`config.mk`:
```
export PLATFORM = sky130hd
export DESIGN_NAME = ffba_table
export DESIGN_NICKNAME = d
export VERILOG_FILES = /design/src/rtl/ffba_pkg.sv /design/src/rtl/ffba_table.sv
export SDC_FILE = /design/constraint.sdc
export NUM_CORES = 2
export LEC_CHECK = 0
export ABC_CLOCK_PERIOD_IN_PS = 8800
export BUFFER_PORTS_ARGS = -buffer_cell sky130_fd_sc_hd__buf_2
export CELL_PAD_IN_SITES_DETAIL_PLACEMENT = 1
export CELL_PAD_IN_SITES_GLOBAL_PLACEMENT = 2
export CORE_MARGIN = 2
export CORE_UTILIZATION = 49
export DETAILED_ROUTE_END_ITERATION = 10
export PLACE_DENSITY_LB_ADDON = 0.1
export SYNTH_ARGS = -nofsm -noshare
export SYNTH_HDL_FRONTEND = slang
export SYNTH_MEMORY_MAX_BITS = 65536
export SYNTH_SLANG_ARGS = --single-unit
```
`constraint.sdc`:
```
create_clock -name clk_i -period 8.8 [get_ports clk_i]
set_input_delay 0.88 -clock clk_i [delete_from_list [all_inputs] [get_ports clk_i]]
set_output_delay 0.88 -clock clk_i [all_outputs]
set_load 0.03 [all_outputs]
```
`src/rtl/ffba_pkg.sv`:
```
`timescale 1ns / 1ps
// Shared types, codes and defaults of the first-fit block allocator.
package ffba_pkg;

  localparam int DEF_MAX_BLOCKS   = 64;
  localparam int DEF_HEADER_BYTES = 12;
  localparam int DEF_ALIGN_BYTES  = 4;

  localparam int DATA_W   = 32;
  localparam int STATUS_W = 3;
  localparam int REQ_W    = 2 * DATA_W;

  localparam int CFG_IDX_W = 2;
  localparam logic [CFG_IDX_W-1:0] CFG_HEAP_START = 2'd0;
  localparam logic [CFG_IDX_W-1:0] CFG_HEAP_END   = 2'd1;

  localparam logic [DATA_W-1:0] HEAP_START_RST = 32'd0;
  localparam logic [DATA_W-1:0] HEAP_END_RST   = 32'd65536;

  typedef enum logic {
    KIND_ALLOC = 1'b0,
    KIND_FREE  = 1'b1
  } kind_e;

  typedef enum logic [STATUS_W-1:0] {
    ST_OK        = 3'd0,
    ST_NULL      = 3'd1,
    ST_EXHAUSTED = 3'd2,
    ST_FULL      = 3'd3,
    ST_OVERFLOW  = 3'd4,
    ST_UNKNOWN   = 3'd5
  } status_e;

  typedef enum logic [1:0] {
    S_IDLE,
    S_SCAN,
    S_DECIDE,
    S_RESP
  } state_e;

  // One row of the block table.
  typedef struct packed {
    logic [DATA_W-1:0] offset;
    logic [DATA_W-1:0] size;
    logic              is_free;
  } entry_t;

endpackage

```
`src/rtl/ffba_table.sv`:
```
`timescale 1ns / 1ps
// Block table memory: one write port and one registered read port.
module ffba_table #(
  parameter int DEPTH = 64,
  parameter int IDX_W = 6
) (
  input  logic                 clk_i,
  input  logic                 rd_en_i,
  input  logic [IDX_W-1:0]     rd_addr_i,
  output ffba_pkg::entry_t     rd_data_o,
  input  logic                 wr_en_i,
  input  logic [IDX_W-1:0]     wr_addr_i,
  input  ffba_pkg::entry_t     wr_data_i
);
  import ffba_pkg::*;

  entry_t mem [DEPTH];
  entry_t rd_data_q;

  always_ff @(posedge clk_i) begin
    if (wr_en_i) begin
      mem[wr_addr_i] <= wr_data_i;
    end
    if (rd_en_i) begin
      rd_data_q <= mem[rd_addr_i];
    end
  end

  assign rd_data_o = rd_data_q;

endmodule

```
# After elaboration in Yosys (flattened, before gate mapping)
# Memory sizes are Yosys's and may differ from the RTL's. A register that Yosys moved wholly into a read port is not among the register bits.
# Cells that the tools add are included.
# W data, S select, Z words.
# totals
mem_bits_rw	4160
memories	1
in_bits	80
reg_bits	0
# classes
n_mux	2
# memory_table
memory	depth	word_bits	rd	rd_clocked_by_memory_dff	write_ports	line	rtl
mem	64	65	1	1	1	ffba_table.sv:17	entry_t mem [DEPTH];
# op_table
operator	n
$mux W1	2

# Depth between registers and ports, before layout
# depth
ltp_word	2
ltp_mapped	9
depth_no_buf	4

# Least setup slack after synthesis
# OpenSTA, ideal clock, no wires.
# synth_path
kind	input to register
startpoint	in wr_addr_i[3]
endpoint	mem mem[48][0] (netlist bit), enable pin
t_required_ns	8.232
stages	4
slack_ns	2.414
setup_ns	0.568
arrival_time_ns	5.819
path_cell_list	clkbuf_1 -> nor2b_1 -> nand4b_1 -> nor3_1
# synth_rtl
item	line	rtl
from (decl)	ffba_table.sv:12	input logic [IDX_W-1:0] wr_addr_i,
to (decl)	ffba_table.sv:17	
# No word-level cell before the write port.

==> impl_metrics.toml <==
[global_route]
grt_pass1_vias = 81090
grt_use_met1 = 0.4386
antenna_found_initial = 51
grt_overflow = 0
use_met2 = 0.4957
grtUsageTotal = 0.3079
grt-busiest-layer = "met2"
grt_max_degree = 128
grtUsageMet3 = 0.05210
grt_pass1_wl_mm = 688.9

[power_and_ir_drop]
p_comb_frac = 0.046
p_sw_mw = 9.218
power_mw = 42.67
power_density_nw_per_um2 = 237.3
p_leak_nw = 55.66
p_int_mw = 33.45
seq_power_share = 0.525
peakVddDrop_mv = 0.1611
p_clk_frac = 0.429
switching_share = 0.2160

[worst_setup_path]
critPathCaptureType = "flip-flop"
required_ps = 9520
path_cells = "buf_8 -> buf_12 -> nand3b_1 -> buf_4 -> o22ai_1 -> a211oi_1 -> o211a_1"
crit_fanout = 61
crit_type = "in -> reg"
cp_num_buf_inv = 3
slowest_stage = "nand3b_1"
arrival_ps = 4330
crit_family = "buffers and inverters"
cpPeakStageDelay_ps = 1120
startpoint_type = "input port"

[clock_network]
postCtsHoldBufs = 0
clock-sinks = 4225
cts_setup_buffers = 0
cts_max_level = 5
cts-root-buf = "clkbuf_16"
cts-resized-gates = 0
ctsLongestPathBuffers = 4
tritoncts = "yes"
cts_buffers = 435
clkTransAtPathRegs_ps = 60
clock_latency_ps = 980

[route]
wl_mm = 505.3
ant_nets = 0
routed_via_density = 6.753
dr.pass1.iters = 5
drc = 0
wl_per_cell_um = 43.08
drtIter0Drc = 11970
num_vias = 79220

[job]
max_cap_violations = 1

[logic_synthesis]
synth_fa_ha_area_frac = 0
synth_top_flop_cell = "edfxtp_1"
yosysWarnings = 0
synthMuxAreaShare = 0.1538
synth-edff-count = 4225
synth_cell_types = 26
synth-compound-area-share = 0.02709
synthCells = 6606
syn_nets = 6686
synth-simple-area-share = 0.009074
synth_area_leader_cell = "edfxtp_1"
ys_seq_elements = 4225
yosys-top-cells-area = "edfxtp_1 (80%), mux4_2 (15%), a22oi_1 (1.2%), mux2i_1 (0.65%), buf_2 (0.59%)"
synth_top_family_by_area = "multiplexers"
synth_xor_area_frac = 0
yosysTopAreaCellShare = 0.7980
syn_area_per_cell_um2 = 24.07
async_flop_share = 0
syn_area_um2 = 159000
synth_seq_area_share = 0.7980

[timing]
post-route-period-util = 0.4102
finalSetupTns_ps = 0
rsz0062_at_grt = "no"
max_freq_mhz = 277.1
fin_crit_ps = 3609
hold_viol_final = 0
relSlewSlack = -0.005594
setup_viol = 0
worstMarginPinSlew_ps = 1504
slew_violations = 11
finalWorstSetupSlack_ps = 5191
fin_skew_ps = 35.06

[floorplanning]
die_height_um = 573.6
core_area_um2 = 323500
io_pins = 145
die-area_um2 = 329000
rows = 209
fp.dieW_um = 573.6
start_util = 0.4915

[outcome]
violations = "max-capacitance violations, max-slew violations"
status = "complete, but fails checks"

[place]
hpwl_mm = 256.0
io_buffers = 144
dpl_worst_slack_ps = 4244
gp_congestion = 0.7694
placed_cell_area_um2 = 165800

[cells_and_area]
synthToLayoutAreaGrowth_pct = 13.10
fin_nets = 7107
drive_gt1_frac = 0.2855
final_cell_area_um2 = 179800

[hold_path]
hp-class = "in -> reg"
## flip-flops by register name, summed over array words and instances, names as in the netlist
| signal | flops |
|---|---|
| mem | 4160 |
| rd_data_o | 65 |
## cell usage in the layout, fill, tap and decap left out, types with 3 or more instances in the layout
cell type and instances:
inv_16 4, nand2_1 6, nor2b_4 5, nor2_4 64, diode_2 20, inv_6 9, buf_4 190, clkinv_4 8
bufinv_16 44, or3_1 3, nand3b_1 25, clkinvlp_4 20, clkbuf_16 441, clkinv_8 5, nand2b_2 4, o211a_1 65
clkbuf_1 78, mux4_2 1040, buf_2 139, nor2b_1 4, nand2b_1 3, clkinv_1 99, o22ai_1 130, nor2_1 48
a22oi_1 260, a211oi_1 65, edfxtp_1 4225, nand3_1 114, clkinv_2 87, or3b_2 4, o221ai_1 46, mux2i_1 103
buf_12 29
## Yosys cell counts, types with 2 or more instances
cell type	n
a211oi_1	65
a22oi_1	260
and2_1	3
buf_1	18
buf_2	186
buf_4	37
buf_6	16
clkbuf_1	120
edfxtp_1	4225
mux2i_1	103
mux4_2	1040
nand2_1	8
nand2b_1	9
nand3_1	115
nand3b_1	25
nand4_1	2
nor2_1	112
nor2b_1	9
nor3_1	2
o211a_1	65
o221ai_1	46
o22ai_1	130
or2_2	2
or3_1	3
or3b_2	4
## logic make-up (layout without fill, tap and decap cells)
| logic type | Yosys count | in the layout |
|---|---|---|
| flops | 4225 | 4225 |
| other cells | 0 | 20 |
| mux | 1143 | 1143 |
| buf+inv | 377 | 1157 |
| simple gates | 295 | 295 |
| compound gates | 566 | 566 |
## per-layer routing
metal / vias to the layer above / routed length, µm
li1: 29700 / -
met5: - / 65
met4: 10 / 15370
met1: 44460 / 197800
met2: 4311 / 246300
met3: 745 / 45800
## through the flow
step / std cells / util / hold slack, ps
floorplan: 6606 / - / 855.8
global placement: 10920 / 0.5126 / 892.2
detailed placement: 10920 / 0.5126 / 898.2
CTS: 11710 / 0.5557 / 463.7
global route: 11720 / 0.5557 / 496.3
finish: 11730 / 0.5558 / 495.5
## power by group through the flow
stage | combinational, mW | sequential, mW | clock, mW
finish | 1.94 | 22.4 | 18.3
global route | 2.05 | 22.4 | 19.3
CTS | 1.96 | 22.4 | 18.5
detailed placement | 1.96 | 22.8 | 0
global placement | 1.91 | 22.8 | 0
floorplan | 1.03 | 22.9 | 0
## path summary, 6_finish.rpt
check	start	to	slack [ps]	depth (start not counted)
worst max-delay path	rd_addr_i[1]	rd_data_o[61]	5190	7
worst min-delay path	rd_en_i	rd_data_o[46]	500	1
worst max register to register	mem[29][57]	rd_data_o[57]	6830	4
worst min register to register	mem[15][21]	rd_data_o[21]	910	4
## final cells by class
cell class | count | area [µm²]
Sequential cell | 4225 | 126900
Multi-Input combinational cell | 2004 | 30780
Tap cell | 4325 | 5411
Clock inverter | 277 | 2619
Fill cell | 26640 | 143700
Clock buffer | 519 | 11330
Timing Repair Buffer | 361 | 2744
Antenna cell | 20 | 50.05
(Power assumes the default switching activity.)
