==> src/rtl/ffba_pkg.sv <==
`timescale 1ns / 1ps
// Shared types, codes and defaults of the first-fit block allocator.
package ffba_pkg;

  localparam int DEF_MAX_BLOCKS   = 64;
  localparam int DEF_HEADER_BYTES = 12;
  localparam int DEF_ALIGN_BYTES  = 4;

  localparam int DATA_W   = 32;
  localparam int STATUS_W = 3;
  localparam int REQ_W    = 2 * DATA_W;

  localparam int CFG_IDX_W = 2;
  localparam logic [CFG_IDX_W-1:0] CFG_HEAP_START = 2'd0;
  localparam logic [CFG_IDX_W-1:0] CFG_HEAP_END   = 2'd1;

  localparam logic [DATA_W-1:0] HEAP_START_RST = 32'd0;
  localparam logic [DATA_W-1:0] HEAP_END_RST   = 32'd65536;

  typedef enum logic {
    KIND_ALLOC = 1'b0,
    KIND_FREE  = 1'b1
  } kind_e;

  typedef enum logic [STATUS_W-1:0] {
    ST_OK        = 3'd0,
    ST_NULL      = 3'd1,
    ST_EXHAUSTED = 3'd2,
    ST_FULL      = 3'd3,
    ST_OVERFLOW  = 3'd4,
    ST_UNKNOWN   = 3'd5
  } status_e;

  typedef enum logic [1:0] {
    S_IDLE,
    S_SCAN,
    S_DECIDE,
    S_RESP
  } state_e;

  // One row of the block table.
  typedef struct packed {
    logic [DATA_W-1:0] offset;
    logic [DATA_W-1:0] size;
    logic              is_free;
  } entry_t;

endpackage

==> src/rtl/ffba_align.sv <==
`timescale 1ns / 1ps
// Rounds a request size up to the alignment with a reciprocal multiplication.
module ffba_align #(
  parameter int ALIGN_BYTES = 4
) (
  input  logic                        clk_i,
  input  logic                        rst_ni,
  input  logic                        start_i,
  input  logic [ffba_pkg::DATA_W-1:0] size_i,
  output logic                        done_o,
  output logic [ffba_pkg::DATA_W-1:0] rounded_o
);
  import ffba_pkg::*;

  // The quotient size / ALIGN_BYTES equals (size * RECIP) >> RECIP_SH for every
  // 32-bit size, because the scaled reciprocal is rounded up by less than one
  // alignment step.
  localparam int RECIP_SH = DATA_W + $clog2(ALIGN_BYTES);
  localparam int RECIP_W  = DATA_W + 1;
  localparam int PROD_W   = RECIP_SH + DATA_W;
  localparam longint unsigned RECIP_L =
    ((64'd1 << RECIP_SH) + 64'(ALIGN_BYTES - 1)) / 64'(ALIGN_BYTES);
  localparam logic [RECIP_W-1:0] RECIP   = RECIP_L[RECIP_W-1:0];
  localparam logic [DATA_W-1:0]  ALIGN_V = DATA_W'(ALIGN_BYTES);

  logic              mul_q, fix_q, done_q;
  logic [DATA_W-1:0] value_q, quot_q, rounded_q;
  logic [PROD_W-1:0] prod;
  logic [DATA_W-1:0] rem, pad;

  assign prod = PROD_W'(value_q) * PROD_W'(RECIP);
  assign rem  = value_q - quot_q * ALIGN_V;
  assign pad  = (rem == '0) ? '0 : (ALIGN_V - rem);

  // Three stages: latch the size, multiply, then pad up to the next multiple.
  always_ff @(posedge clk_i or negedge rst_ni) begin
    if (!rst_ni) begin
      mul_q  <= 1'b0;
      fix_q  <= 1'b0;
      done_q <= 1'b0;
    end else begin
      mul_q <= start_i;
      fix_q <= mul_q;
      if (start_i) begin
        done_q <= 1'b0;
      end else if (fix_q) begin
        done_q <= 1'b1;
      end
    end
  end

  always_ff @(posedge clk_i) begin
    if (start_i) begin
      value_q <= size_i;
    end
    if (mul_q) begin
      quot_q <= prod[RECIP_SH +: DATA_W];
    end
    if (fix_q) begin
      rounded_q <= value_q + pad;
    end
  end

  assign done_o    = done_q;
  assign rounded_o = rounded_q;

endmodule

==> config.mk <==
export PLATFORM = sky130hd
export DESIGN_NAME = ffba_align
export DESIGN_NICKNAME = d
export VERILOG_FILES = /design/src/rtl/ffba_pkg.sv /design/src/rtl/ffba_align.sv
export SDC_FILE = /design/constraint.sdc
export NUM_CORES = 1
export LEC_CHECK = 0
export BUFFER_PORTS_ARGS = -buffer_cell sky130_fd_sc_hd__buf_2
export CAP_MARGIN = 10
export CORE_ASPECT_RATIO = 0.8
export CORE_MARGIN = 8
export CORE_UTILIZATION = 50
export DETAILED_ROUTE_END_ITERATION = 10
export PLACE_DENSITY = 0.69
export SYNTH_ARGS = -nofsm -noshare
export SYNTH_HDL_FRONTEND = slang
export SYNTH_SLANG_ARGS = --single-unit
export TNS_END_PERCENT = 1
==> constraint.sdc <==
create_clock -name clk_i -period 13.5 [get_ports clk_i]
set_input_delay 2.025 -clock clk_i [delete_from_list [all_inputs] [get_ports clk_i]]
set_output_delay 2.025 -clock clk_i [all_outputs]
set_load 0.005 [all_outputs]
* Word level (Yosys, flattened, before mapping) *
Cells that the tools add are included.

word-level totals
  bits in registers = 97
  input port bits = 35
  logic and storage cells = 14

cells by class
  add/subtract/negate cells = 3
  mux-type cells = 3
  reductions and logical operators = 2

operator list
  kind                                                                  count
  32-bit adder                                                          1
  32-bit zero test                                                      1
  32-bit two-way mux                                                    1
  3-bit by 32-bit subtractor with 32-bit output (first input constant)  1
  32-bit subtractor                                                     1
  1-bit two-way mux                                                     2
  2-bit nonzero test                                                    1

* Depth between registers and ports, before layout *
  depth in word-level cells = 4
  mapped depth = 28
  mapped depth without buffers = 27

* Least setup slack after synthesis *
OpenSTA, ideal clock, no wires.

  kind = register -> register
  from = register value_q[2]
  to = register rounded_q[30], in the netlist rounded_o[30], data pin
  data arrival time = 5.580 ns
  required time = 13.238 ns
  path slack = 7.659 ns
  cell stages (with the launch flop) = 27
  path buffers = 2
  path through = edfxtp_1 > inv_1 > ha_1 > inv_1 > fa_1 > a21o_1 > a221oi_4 > nor3_1 > or3_1 > a22oi_1 > and4bb_1 > or3b_1 > buf_2 > nor4_4 > buf_4 > nor2_1 > a21o_1 > ha_1 > a21o_1 > a21oi_1 > nor2b_1 > or4bb_1 > nor4_1 > o21ai_1 > a31oi_1 > o21ai_1 > xor2_1

on the way
  longest elaborated chain between the ends = 4
  elaborated cells between the ends (all ways) = 5
  classes of those cells = add/sub (3); mux (1); reduce/logical (1)

RTL lines
  what                                                                                      RTL line          RTL
  start, declared                                                                           ffba_align.sv:27  logic [DATA_W-1:0] value_q, quot_q, rounded_q;
  start signal, assigned                                                                    ffba_align.sv:54  value_q <= size_i;
  32-bit subtractor                                                                         ffba_align.sv:32  assign rem = value_q - quot_q * ALIGN_V;
  3-bit by 32-bit subtractor with 32-bit output / 32-bit zero test (equally long branches)  ffba_align.sv:33  assign pad = (rem == '0) ? '0 : (ALIGN_V - rem);
  32-bit two-way mux                                                                        ffba_align.sv:33
  32-bit adder (*)                                                                          ffba_align.sv:60  rounded_q <= value_q + pad;
  end signal, assigned                                                                      ffba_align.sv:60
  end, declared                                                                             ffba_align.sv:27

Mark *: on every way between the ends. The rest lies on a longest branch, timed or not.
A chain may end at the register's enable or synchronous reset.

* Worst setup path after layout *
Same ends and word-level chain as after synthesis.

==> out/qor.csv <==
stage,metric,value,unit
power_and_ir_drop,power_leakage,3.38,nW
sta,period_needed,6870,ps
clock_tree,cts_buffers,9,
sta,grt_setup_unrepaired,no,
layout,final_common_cell,edfxtp_1,
yosys,ys_seq_area_share,38.7,%
sta,fmax,146,MHz
clock_tree,cts_tree,built,
detailed_routing,vias,6209,
critical_path,cp-start-kind,flop,
clock_tree,post_cts_buffers,0,
global_routing,grt_overflow_total,0,
power_and_ir_drop,netSwitchingPower,0.570,mW
power_and_ir_drop,vdd_drop_max,0.110,mV
sta,hold_violations,0,
sta,finalSetupTns,0,ps
sta,slew_viol_final,0,
layout,design_area,8240,µm²
clock_tree,hold_buffers,0,
yosys,synth_seq_cells,97,
place,place.gp.congestion,0.898,
sta,worst_slew_pin_slew,850,ps
critical_path,cp.arrival,6970,ps
power_and_ir_drop,internal_power,0.841,mW
power_and_ir_drop,clockPowerShare,17.2,%
die,die_h,125,µm
die,boundaryPins,68,
global_routing,antenna_found_initial,0,
detailed_routing,drt-pass1-iter-count,6,
sta,maxSlewHeadroom,43.3,%
layout,final_cells,1027,
job,max_cap_violations,0,
critical_path,cp.required,13600,ps
place,numPortBuffers,67,
clock_tree,h-tree-depth,3,
place,placed_area,7970,µm²
die,initial_core_util,50.5,%
yosys,async_reset_ff_share,3.09,%
die,rows,40,
sta,finalSetupViolCount,0,
detailed_routing,drcViolationCount,0,
layout,final_cell_mix,"edfxtp_1 (94), a21oi_1 (68), buf_2 (67)",
place,place_hpwl,16000,µm
layout,insertedDiodeCount,0,
global_routing,track_usage,20.7,%
die,fp.dieW,153,µm
detailed_routing,detail-route-antenna-nets,0,
global_routing,grt_pass1_vias,5955,
sta,min_period_over_period,50.9,%
global_routing,grt_first_pass_wirelength,31800,µm
yosys,netlist_area,7480,µm²
sta,skew,10.8,ps
clock_tree,clock_latency,360,ps
yosys,synth_area_per_cell,9.64,µm²
yosys,syn_nets,872,
power_and_ir_drop,p_comb_share,51.3,%
critical_path,crit_path_max_fanout,11,
yosys,synth-edff-count,94,
yosys,syn_inst,776,
power_and_ir_drop,power_frac_seq,31.5,%
die,design.die.area,19200,µm²
layout,layout.nets,929,
clock_tree,cts_num_sinks,97,
worst_hold_path,hp-class,reg -> reg,
critical_path,critical_path_class,reg -> reg,
power_and_ir_drop,p_total,1.41,mW
critical_path,end_kind,flop,
global_routing,grt_max_degree,35,
die,coreArea,14800,µm²
detailed_routing,totalWireLength,19900,µm
yosys,synth_cell_types,67,
power_and_ir_drop,power.density,171,nW/µm²
clock_tree,cts_resized,0,
layout,area_growth,10.1,%
layout,final_layout_size_suffix_gt1_share,12.4,%
clock_tree,cts_buffer_depth,2,
yosys,ys.flop_type,edfxtp_1,
clock_tree,path_clk_slew,70,ps
yosys,ys_warn_count,0,
detailed_routing,vias_per_cell,6.05,
place,dp_cells,1011,
run_status,outcome,finished clean,
power_and_ir_drop,p_sw_share,40.4,%
detailed_routing,drt-wirelength-per-cell,19.4,µm
detailed_routing,drt_iter0_drc,575,
clock_tree,cts-root-buf,clkbuf_16,
[synthesized netlist by cell type (all sizes together) (2+ instances only)]
| cell | number | area, µm² |
|---|---|---|
| o21bai | 10 | 75.1 |
| nand4 | 17 | 106 |
| o31ai | 3 | 22.5 |
| a311oi | 6 | 52.6 |
| clkbuf | 18 | 67.6 |
| buf | 5 | 32.5 |
| nor2 | 55 | 206 |
| xor2 | 30 | 263 |
| a21boi | 2 | 15.0 |
| a21o | 40 | 300 |
| or3 | 6 | 37.5 |
| nor3b | 3 | 22.5 |
| xnor2 | 45 | 394 |
| o211a | 2 | 20.0 |
| mux2i | 2 | 20.0 |
| nor4 | 6 | 52.6 |
| nor2b | 18 | 113 |
| nand2b | 8 | 50.1 |
| and4 | 3 | 26.3 |
| a31oi | 11 | 83.8 |
| nand2 | 46 | 173 |
| a211oi | 12 | 105 |
| ha | 60 | 751 |
| nand3 | 21 | 105 |
| inv | 45 | 169 |
| or2 | 3 | 18.8 |
| and3 | 12 | 80.1 |
| dfrtp | 3 | 75.1 |
| o2111ai | 4 | 35.0 |
| a2111o | 2 | 22.5 |
| o21ai | 44 | 231 |
| o211ai | 9 | 67.6 |
| a31o | 2 | 17.5 |
| nor3 | 17 | 85.1 |
| edfxtp | 94 | 2820 |
| a21oi | 69 | 357 |
| o2111a | 3 | 33.8 |
| and2 | 6 | 37.5 |
| o21a | 9 | 67.6 |
| nand3b | 8 | 63.8 |
[power by group through the flow]
| stage | combinational, mW | clock, mW | sequential [mW] |
|---|---|---|---|
| finish | 0.724 | 0.242 | 0.445 |
| detailed placement | 0.713 | 0 | 0.452 |
| global route | 0.796 | 0.257 | 0.452 |
| floorplan | 0.506 | 0 | 0.456 |
| CTS | 0.717 | 0.249 | 0.446 |
| global placement | 0.711 | 0 | 0.450 |
[per-stage QoR]
stage	hold WS, ps	util [%]	setup slack (ps)
floorplan	457	-	7660
global placement	471	53.8	6870
detailed placement	471	53.8	6710
CTS	503	55.6	6670
global route	526	55.6	6040
finish	507	55.6	6630
[flip-flops by register name (all words and copies together) (netlist names)]
register	cells
value_q	32
quot_q	30
fix_q	1
done_o	1
mul_q	1
rounded_o	32
[per-layer routing]
layer / track usage (%) / wire length (µm)
met5: 0 / 0
met4: 5.11 / 314
met3: 4.78 / 1480
met2: 29.4 / 7980
met1: 30.9 / 10100
[cell type report]
cell class              instances  area [µm²]
clock buffers                  10         229
clock inverters                 6        41.3
fillers                      1369        6580
inverters                      45         169
multi-input cells             611        4310
flip-flops and latches         97        2900
well taps                     189         236
repair buffers                 69         350
[worst paths after layout]
check / slack, ps / cells after the start / start / to
max: 6630 / 24 / value_q[2] / rounded_o[30]
min: 510 / 2 / done_o / done_o
max reg2reg: 6630 / 24 / value_q[2] / rounded_o[30]
min reg2reg: 510 / 2 / done_o / done_o
max in group asynchronous: 11940 / 1 / rst_ni / done_o
min in group asynchronous: 1450 / 1 / rst_ni / fix_q
[cell families (layout without fill, tap and decap cells)]
kind of cell / Yosys count / after routing / synth area share [%]
flip-flops: 97 / 97 / 38.7
buffers and inverters: 68 / 130 / 3.60
adder cells (fa/ha/maj): 61 / 61 / 10.3
XOR/XNOR: 75 / 75 / 8.78
AND/OR/NAND/NOR: 235 / 235 / 16.5
AO/OA/AOI/OAI: 237 / 237 / 21.6
multiplexers: 3 / 3 / 0.418
[worst max-delay path, cell delays in order (launching register included)]
cell      delay (ps)
edfxtp_1         430
inv_1             80
ha_1             180
inv_1             60
fa_1             400
a21o_1           250
a221oi_4         290
o21ai_2          160
a2111o_1         460
a21o_1           210
a211oi_2         320
nand4_1          290
nor4_4           660
nor2_1           140
a21o_1           190
ha_1             210
a21o_1           170
a21oi_1          300
nor2b_1          230
or4bb_1          510
nor4_1           200
o21ai_1          190
a31oi_1          360
o21ai_1          140
xor2_1           150
Note: power is estimated with default switching activity, not from simulation.
